--- config.mk ---
export PLATFORM = sky130hd
export DESIGN_NAME = sorted_timer_queue
export DESIGN_NICKNAME = d
export VERILOG_FILES = /design/src/sv/stq_pkg.sv /design/src/sv/stq_ram.sv /design/src/sv/stq_ctrl.sv /design/src/sv/stq_dp.sv /design/src/sv/sorted_timer_queue.sv
export VERILOG_INCLUDE_DIRS = /design/src /design/src/sv
export SDC_FILE = /design/constraint.sdc
export NUM_CORES = 2
export LEC_CHECK = 0
export ABC_AREA = 1
export BUFFER_PORTS_ARGS = -buffer_cell sky130_fd_sc_hd__buf_4
export CAP_MARGIN = 20
export CORE_UTILIZATION = 40
export CTS_CLUSTER_DIAMETER = 200
export CTS_CLUSTER_SIZE = 40
export DETAILED_ROUTE_END_ITERATION = 10
export SLEW_MARGIN = 10
export SYNTH_ARGS = -nofsm -noshare
export SYNTH_HDL_FRONTEND = slang
export SYNTH_HIERARCHICAL = 1
export SYNTH_SLANG_ARGS = --single-unit
--- constraint.sdc ---
create_clock -name aclk -period 12.7 [get_ports aclk]
set_clock_uncertainty 0.05 [all_clocks]
set_input_delay 1.27 -clock aclk [delete_from_list [all_inputs] [get_ports aclk]]
set_output_delay 1.27 -clock aclk [all_outputs]
set_load 0.02 [all_outputs]
--- src/sv/assert_macros.svh ---
`ifndef ASSERT_MACROS_SVH
`define ASSERT_MACROS_SVH

// same-cycle implication, clocked on aclk, off while reset is low
`define STQ_ASSERT_SAME(label, ante, cons, msg) \
    label: assert property (@(posedge aclk) disable iff (!aresetn) (ante) |-> (cons)) \
        else $error(msg);

// next-cycle implication
`define STQ_ASSERT_NEXT(label, ante, cons, msg) \
    label: assert property (@(posedge aclk) disable iff (!aresetn) (ante) |=> (cons)) \
        else $error(msg);

`endif

--- src/sv/stq_pkg.sv ---
package stq_pkg;

    localparam int TIMER_SLOTS   = 16;
    localparam int COUNT_BITS    = 32;
    localparam int INTERVAL_BITS = 31;
    localparam int VALUE_BITS    = 32;

    localparam int SLOT_BITS = $clog2(TIMER_SLOTS);
    localparam int CNT_W     = $clog2(TIMER_SLOTS + 1);
    localparam int SUM_W     = (COUNT_BITS > INTERVAL_BITS) ? COUNT_BITS : INTERVAL_BITS;
    localparam int RAM_W     = COUNT_BITS + VALUE_BITS;

    localparam logic FUNC_TICK   = 1'b0;
    localparam logic FUNC_START  = 1'b1;
    localparam logic KIND_ACK    = 1'b0;
    localparam logic KIND_EXPIRY = 1'b1;

    typedef enum logic [1:0] {
        STATUS_OK   = 2'd0,
        STATUS_ZERO = 2'd1,
        STATUS_FULL = 2'd2
    } status_code_t;

    typedef struct packed {
        logic                          func;
        logic [INTERVAL_BITS-1:0]      interval;
        logic signed [VALUE_BITS-1:0]  user_value;
    } stq_in_t;

    typedef struct packed {
        logic                          kind;
        status_code_t                  status;
        logic signed [VALUE_BITS-1:0]  fired_value;
        logic                          last;
    } stq_out_t;

    // controller to datapath
    typedef struct packed {
        logic take;
        logic start_commit;
        logic lookup;
        logic remove;
        logic keep;
        logic step;
        logic finish;
    } stq_cmd_t;

    // datapath to controller
    typedef struct packed {
        logic in_is_start;
        logic empty;
        logic due;
        logic held_valid;
        logic out_free;
        logic scan_last;
    } stq_flags_t;

endpackage

--- src/sv/stq_ram.sv ---
module stq_ram #(
    parameter int WIDTH = 8,
    parameter int DEPTH = 16
) (
    input  logic                     aclk,
    input  logic                     wr_en,
    input  logic [$clog2(DEPTH)-1:0] wr_addr,
    input  logic [WIDTH-1:0]         wr_data,
    input  logic [$clog2(DEPTH)-1:0] rd_addr,
    output logic [WIDTH-1:0]         rd_data
);

    logic [WIDTH-1:0] mem [DEPTH];

    always_ff @(posedge aclk) begin
        if (wr_en) begin
            mem[wr_addr] <= wr_data;
        end
        rd_data <= mem[rd_addr];
    end

endmodule

--- src/sv/stq_ctrl.sv ---
`include "assert_macros.svh"

module stq_ctrl (
    input  logic                aclk,
    input  logic                aresetn,
    input  logic                s_valid,
    output logic                s_ready,
    input  stq_pkg::stq_flags_t flags,
    output stq_pkg::stq_cmd_t   cmd
);

    import stq_pkg::*;

    typedef enum logic [2:0] {
        ST_IDLE,
        ST_START,
        ST_LOOKUP,
        ST_CHECK,
        ST_FLUSH
    } state_t;

    state_t state_reg, state_next;

    always_comb begin
        state_next = state_reg;
        cmd        = '0;
        s_ready    = 1'b0;
        unique case (state_reg)
            ST_IDLE: begin
                s_ready = 1'b1;
                if (s_valid) begin
                    cmd.take = 1'b1;
                    if (flags.in_is_start) begin
                        state_next = ST_START;
                    end else if (!flags.empty) begin
                        state_next = ST_LOOKUP;
                    end
                end
            end
            ST_START: begin
                if (flags.out_free) begin
                    cmd.start_commit = 1'b1;
                    state_next       = ST_IDLE;
                end
            end
            ST_LOOKUP: begin
                cmd.lookup = 1'b1;
                state_next = ST_CHECK;
            end
            ST_CHECK: begin
                // a second due timer has to push the held one out first
                if (!flags.due || !flags.held_valid || flags.out_free) begin
                    cmd.remove = flags.due;
                    cmd.keep   = !flags.due;
                    cmd.step   = 1'b1;
                    state_next = flags.scan_last ? ST_FLUSH : ST_LOOKUP;
                end
            end
            ST_FLUSH: begin
                if (!flags.held_valid || flags.out_free) begin
                    cmd.finish = 1'b1;
                    state_next = ST_IDLE;
                end
            end
            default: begin
                state_next = ST_IDLE;
            end
        endcase
    end

    always_ff @(posedge aclk) begin
        if (!aresetn) begin
            state_reg <= ST_IDLE;
        end else begin
            state_reg <= state_next;
        end
    end

    `STQ_ASSERT_SAME(a_flush_has_room, cmd.finish && flags.held_valid, flags.out_free,
        "final expiry word issued while output register busy")

endmodule

--- src/sv/stq_dp.sv ---
`include "assert_macros.svh"

module stq_dp (
    input  logic                aclk,
    input  logic                aresetn,
    input  stq_pkg::stq_in_t    s_data,
    input  logic                m_ready,
    output logic                m_valid,
    output stq_pkg::stq_out_t   m_data,
    input  stq_pkg::stq_cmd_t   cmd,
    output stq_pkg::stq_flags_t flags
);

    import stq_pkg::*;

    stq_in_t                       item_reg;
    logic [COUNT_BITS-1:0]         tick_reg;
    logic [TIMER_SLOTS-1:0]        valid_reg;
    logic [SLOT_BITS-1:0]          order_reg [TIMER_SLOTS];
    logic [CNT_W-1:0]              count_reg;
    logic [SLOT_BITS-1:0]          rank_reg;
    logic [CNT_W-1:0]              removed_reg;
    logic [SLOT_BITS-1:0]          slot_reg;
    logic                          held_valid_reg;
    logic signed [VALUE_BITS-1:0]  held_value_reg;
    logic                          m_valid_reg;
    stq_out_t                      m_data_reg;

    logic [SLOT_BITS-1:0]          free_idx;
    logic [SLOT_BITS-1:0]          found_idx;
    logic                          full;
    logic                          out_free;
    logic                          out_load;
    logic                          start_ok;
    status_code_t                  start_status;
    logic [SUM_W-1:0]              deadline_sum;
    logic [COUNT_BITS-1:0]         new_deadline;
    logic [SLOT_BITS-1:0]          ram_rd_addr;
    logic [RAM_W-1:0]              ram_rd_data;
    logic [COUNT_BITS-1:0]         rd_deadline;
    logic [VALUE_BITS-1:0]         rd_payload;
    logic [CNT_W-1:0]              new_rank;

    // lowest free slot
    always_comb begin
        free_idx = '0;
        for (int i = TIMER_SLOTS - 1; i >= 0; i--) begin
            if (!valid_reg[i]) begin
                free_idx = SLOT_BITS'(i);
            end
        end
    end

    // slot holding the current start rank; ranks are unique among pending timers
    always_comb begin
        found_idx = '0;
        for (int i = 0; i < TIMER_SLOTS; i++) begin
            if (valid_reg[i] && order_reg[i] == rank_reg) begin
                found_idx = SLOT_BITS'(i);
            end
        end
    end

    assign full         = &valid_reg;
    assign out_free     = !m_valid_reg || m_ready;
    assign deadline_sum = SUM_W'(tick_reg) + SUM_W'(item_reg.interval);
    assign new_deadline = deadline_sum[COUNT_BITS-1:0];

    always_comb begin
        if (item_reg.interval == '0) begin
            start_status = STATUS_ZERO;
        end else if (full) begin
            start_status = STATUS_FULL;
        end else begin
            start_status = STATUS_OK;
        end
    end

    assign start_ok    = (start_status == STATUS_OK);
    assign ram_rd_addr = cmd.lookup ? found_idx : slot_reg;
    assign rd_deadline = ram_rd_data[RAM_W-1:VALUE_BITS];
    assign rd_payload  = ram_rd_data[VALUE_BITS-1:0];
    // surviving timers move down by the number removed ahead of them
    assign new_rank    = CNT_W'(rank_reg) - removed_reg;

    assign out_load = cmd.start_commit || ((cmd.remove || cmd.finish) && held_valid_reg);

    stq_ram #(
        .WIDTH (RAM_W),
        .DEPTH (TIMER_SLOTS)
    ) u_slot_ram (
        .aclk    (aclk),
        .wr_en   (cmd.start_commit && start_ok),
        .wr_addr (free_idx),
        .wr_data ({new_deadline, item_reg.user_value}),
        .rd_addr (ram_rd_addr),
        .rd_data (ram_rd_data)
    );

    always_ff @(posedge aclk) begin
        if (!aresetn) begin
            tick_reg       <= '0;
            valid_reg      <= '0;
            count_reg      <= '0;
            rank_reg       <= '0;
            removed_reg    <= '0;
            held_valid_reg <= 1'b0;
            m_valid_reg    <= 1'b0;
        end else begin
            if (cmd.take && s_data.func == FUNC_TICK) begin
                tick_reg    <= tick_reg + COUNT_BITS'(1);
                rank_reg    <= '0;
                removed_reg <= '0;
            end
            if (cmd.start_commit && start_ok) begin
                valid_reg[free_idx] <= 1'b1;
                count_reg           <= count_reg + CNT_W'(1);
            end
            if (cmd.remove) begin
                valid_reg[slot_reg] <= 1'b0;
                removed_reg         <= removed_reg + CNT_W'(1);
                held_valid_reg      <= 1'b1;
            end
            if (cmd.step) begin
                rank_reg <= rank_reg + SLOT_BITS'(1);
            end
            if (cmd.finish) begin
                count_reg      <= count_reg - removed_reg;
                held_valid_reg <= 1'b0;
            end
            if (out_load) begin
                m_valid_reg <= 1'b1;
            end else if (m_ready) begin
                m_valid_reg <= 1'b0;
            end
        end
    end

    always_ff @(posedge aclk) begin
        if (cmd.take) begin
            item_reg <= s_data;
        end
        if (cmd.start_commit && start_ok) begin
            order_reg[free_idx] <= count_reg[SLOT_BITS-1:0];
        end
        if (cmd.keep) begin
            order_reg[slot_reg] <= new_rank[SLOT_BITS-1:0];
        end
        if (cmd.lookup) begin
            slot_reg <= found_idx;
        end
        if (cmd.remove) begin
            held_value_reg <= rd_payload;
        end
        if (cmd.start_commit) begin
            m_data_reg.kind        <= KIND_ACK;
            m_data_reg.status      <= start_status;
            m_data_reg.fired_value <= '0;
            m_data_reg.last        <= 1'b1;
        end else if (out_load) begin
            m_data_reg.kind        <= KIND_EXPIRY;
            m_data_reg.status      <= STATUS_OK;
            m_data_reg.fired_value <= held_value_reg;
            m_data_reg.last        <= cmd.finish;
        end
    end

    always_comb begin
        flags.in_is_start = (s_data.func == FUNC_START);
        flags.empty       = (count_reg == '0);
        flags.due         = (rd_deadline == tick_reg);
        flags.held_valid  = held_valid_reg;
        flags.out_free    = out_free;
        flags.scan_last   = (CNT_W'(rank_reg) + CNT_W'(1)) == count_reg;
    end

    assign m_valid = m_valid_reg;
    assign m_data  = m_data_reg;

    `STQ_ASSERT_SAME(a_load_when_free, out_load, out_free,
        "output register overwritten before it was taken")
    `STQ_ASSERT_SAME(a_remove_pending, cmd.remove, valid_reg[slot_reg] && flags.due,
        "removing a slot that is not a due pending timer")
    `STQ_ASSERT_NEXT(a_count_matches, cmd.finish || cmd.start_commit,
        count_reg == CNT_W'($countones(valid_reg)),
        "pending count out of step with slot valid bits")

endmodule

--- src/sv/sorted_timer_queue.sv ---
// channel | ports                  | word      | accepted when
// --------+------------------------+-----------+--------------------
// input   | s_valid s_ready s_data | stq_in_t  | s_valid && s_ready
// result  | m_valid m_ready m_data | stq_out_t | m_valid && m_ready
//
// a start is accepted, then its acknowledgement goes into the output register once that is free
// a tick with no pending timer leaves the block idle; with pending timers it runs a scan:
// each start rank is looked up, its deadline read from the slot ram and compared
// reset clears the tick counter, slot valid bits and output valid bit; slot ram is not cleared
// a held output word stalls the scan only when another expiry or an ack needs the register

module sorted_timer_queue (
    input  logic              aclk,
    input  logic              aresetn,
    input  logic              s_valid,
    output logic              s_ready,
    input  stq_pkg::stq_in_t  s_data,
    output logic              m_valid,
    input  logic              m_ready,
    output stq_pkg::stq_out_t m_data
);

    import stq_pkg::*;

    stq_cmd_t   cmd;
    stq_flags_t flags;

    stq_ctrl u_ctrl (
        .aclk    (aclk),
        .aresetn (aresetn),
        .s_valid (s_valid),
        .s_ready (s_ready),
        .flags   (flags),
        .cmd     (cmd)
    );

    stq_dp u_dp (
        .aclk    (aclk),
        .aresetn (aresetn),
        .s_data  (s_data),
        .m_ready (m_ready),
        .m_valid (m_valid),
        .m_data  (m_data),
        .cmd     (cmd),
        .flags   (flags)
    );

endmodule
==> impl_metrics.json <==
{
  "synth.avg_cell_area_um2": 10.2,
  "rsz0062_at_grt": "false",
  "nets": 5845,
  "yosys_warnings": 6,
  "ys_ff_latch": 1350,
  "grt_pass1_vias": 36500,
  "cts_max_level": 2,
  "regArea_um2": 38800,
  "fin_tns_setup_ns": 0,
  "drv_cap": 0,
  "cts_setup_buffers": 0,
  "grt.total_usage_pct": 20.1,
  "start_util_pct": 40.3,
  "cp_max_fo": 134,
  "synth_fp_nets": 5872,
  "port_buffers": 105,
  "max_freq_ghz": 0.181,
  "cts_hold_buf": 0,
  "async_flop_share_pct": 0,
  "synth.distinct_cells": 59,
  "period_needed_ns": 5.54,
  "cts.path.max_buffers": 3,
  "ios": 106,
  "vdd_ir_drop_max_uv": 344,
  "hold_viol": 0,
  "drcViolationCount": 0,
  "cts_root_buffer": "clkbuf_16",
  "largest_register_ffs": 1024,
  "clk_pin_slew_ns": 0.15,
  "layout-drive-gt1-share_pct": 5.34,
  "wl_per_cell_um": 19.6,
  "antenna_found_initial": 4,
  "hold_depth": 0,
  "crit_path_end_kind": "flop",
  "p_leak_uw": 0.0255,
  "viasPerCell": 5.07,
  "final_area_um2": 62400,
  "drtPass1Iterations": 8,
  "finalSetupViolations": 0,
  "clock-sinks": 1350,
  "dp_hpwl_mm": 81.4,
  "cts_resized": 0,
  "crit_type": "flop to flop",
  "fp.dieW_um": 385,
  "numCtsBuffers": 39,
  "cp.required_ns": 13.29,
  "ys_seq_area_share_pct": 66.1,
  "via_count": 39000,
  "area.growth.synth_to_final_pct": 6.26,
  "worst_slew_pin_slew_ns": 1.22,
  "outcome": "complete, no violations",
  "relSlewSlack_pct": 18.8,
  "rows": 140,
  "multi_input_area_um2": 15000,
  "min_path_type": "flop to flop",
  "ant_nets": 0,
  "insertion_delay_ns": 0.70,
  "die_area_um2": 148000,
  "core_um2": 146000,
  "grt_pass1_wl_mm": 226,
  "power_density_nw_per_um2": 212,
  "n_fill_cell": 13800,
  "place_congestion": 0.903,
  "die_y_um": 385,
  "synth_edf_count": 1181,
  "overflow": 0,
  "drt_wl_total_mm": 151,
  "cts_tree": "done",
  "synthFlopType": "edfxtp_1",
  "worstPathArrival_ns": 6.13,
  "syn_inst": 5760,
  "reg2regPathDepth": 13,
  "drt_iter0_drc": 3954,
  "startpoint_type": "flop",
  "grt_max_degree": 228,
  "synth_area_um2": 58800,
  "dpl_cell_area_um2": 61300,
  "drv_slew": 0,
  "fin_crit_sh_pct": 43.6
}
[kinds of logic (layout without fill, tap and decap cells)]
| group | after synthesis | after routing | share of synthesized area, % |
|---|---|---|---|
| fa+ha+maj | 44 | 44 | 0.975 |
| compound gates | 303 | 303 | 2.95 |
| flops | 1350 | 1350 | 66.1 |
| other cells | 0 | 2 | 0 |
| buf+inv | 1195 | 1199 | 8.65 |
| simple gates | 2784 | 2784 | 20.1 |
| xor+xnor | 84 | 84 | 1.25 |
[Yosys cell counts (3+ instances only)]
| cell type | instances | area [um^2] |
|---|---|---|
| o2111ai_1 | 3 | 26.3 |
| nand3_1 | 828 | 4140 |
| inv_1 | 928 | 3480 |
| nand3_2 | 3 | 30.0 |
| nand2_2 | 7 | 43.8 |
| fa_1 | 3 | 60.1 |
| a221oi_1 | 16 | 140 |
| a211oi_1 | 10 | 75.1 |
| buf_6 | 46 | 518 |
| nor2_1 | 195 | 732 |
| a21oi_1 | 92 | 460 |
| buf_1 | 16 | 60.1 |
| xnor2_1 | 31 | 272 |
| edfxtp_1 | 1181 | 35500 |
| o21ai_0 | 130 | 651 |
| xor2_1 | 53 | 464 |
| buf_4 | 20 | 150 |
| a31oi_1 | 4 | 25.0 |
| nor2_4 | 4 | 45.0 |
| nor3_2 | 4 | 40.0 |
| nor3_1 | 30 | 150 |
| or2_2 | 4 | 25.0 |
| o22ai_1 | 13 | 81.3 |
| ha_1 | 41 | 513 |
| nand4_1 | 18 | 113 |
| o21ai_1 | 4 | 20.0 |
| inv_2 | 10 | 37.5 |
| nor2_2 | 8 | 50.1 |
| buf_2 | 126 | 631 |
| nor4_1 | 20 | 125 |
| a21o_1 | 4 | 30.0 |
| o21a_1 | 6 | 45.0 |
| nand2_1 | 1654 | 6210 |
| o21ai_2 | 3 | 26.3 |
| clkinv_1 | 3 | 11.3 |
| o211ai_1 | 3 | 22.5 |
| dfxtp_1 | 169 | 3380 |
| clkbuf_1 | 44 | 165 |
[report_power, final]
group	internal [uW]	leakage [uW]	switching (uW)
registers	5390	0.0121	306
clock network	604	0.000534	1270
logic	1590	0.0128	4070
[worst paths after layout]
path | slack [ns] | startpoint | end
min | 0.36 | u_dp/u_slot_ram/rd_data[7] | u_dp/held_value_reg[7]
min reg2reg | 0.36 | u_dp/u_slot_ram/rd_data[7] | u_dp/held_value_reg[7]
max reg2reg | 7.16 | u_ctrl/state_reg[1] | u_dp/u_slot_ram/rd_data[56]
max | 7.16 | u_ctrl/state_reg[1] | u_dp/u_slot_ram/rd_data[56]
[layout by cell type, fill, tap and decap left out, types with 16 or more instances in the layout]
cell type,count
nand2_1,1654
edfxtp_1,1181
inv_1,927
nand3_1,828
buf_4,180
nor2_1,177
dfxtp_1,169
o21ai_0,130
a21oi_1,91
xor2_1,51
ha_1,41
clkbuf_16,39
nor3_1,30
clkbuf_1,29
xnor2_1,28
nor2_4,22
nor4_1,19
nand4_1,18
a221oi_1,16
[per-stage QoR]
stage | setup WS [ns] | cells | util, % | hold WS, ns | power (uW)
2_1_floorplan | 6.81 | 5760 | - | 0.336 | 9940
3_3_place_gp | 7.39 | 7602 | 42.0 | 0.338 | 11400
3_5_place_dp | 7.27 | 7605 | 42.0 | 0.339 | 11500
4_1_cts | 7.19 | 7677 | 42.8 | 0.372 | 13300
5_1_grt | 6.69 | 7681 | 42.8 | 0.375 | 14100
6_report | 7.16 | 7683 | 42.8 | 0.364 | 13200
[worst max-delay path, cell delays in order, from the launching register on]
cell and delay, ns:
dfxtp_1 0.48, inv_2 0.08, nor3_1 0.65, inv_1 0.23, a31oi_1 0.35, nand2_1 0.14
o22a_4 0.46, inv_8 0.75, buf_4 0.73, buf_4 0.78, nand3_1 0.17, nand3_1 0.12
nand3_1 0.10, nand2_1 0.10
[cell type report]
class,instances,share of cell area (%)
inverters,942,5.71
multi-input cells,3215,24.1
clock inverters,4,0.0601
flip-flops and latches,1350,62.2
diodes,2,0.00802
repair buffers,185,2.32
well taps,1917,3.84
clock buffers,68,1.74
[routing by layer]
layer / share of wire [%] / GRT usage [%] / wire length, um / vias up
met5: 0.0046 / 0 / 7 / -
met4: 1.7 / 4.49 / 2580 / 2
met3: 5.9 / 2.25 / 8940 / 132
met2: 48 / 33.7 / 71900 / 1148
met1: 45 / 27.8 / 67100 / 19000
li1: - / - / - / 18700
No activity file was read; power rests on OpenSTA's default activity.
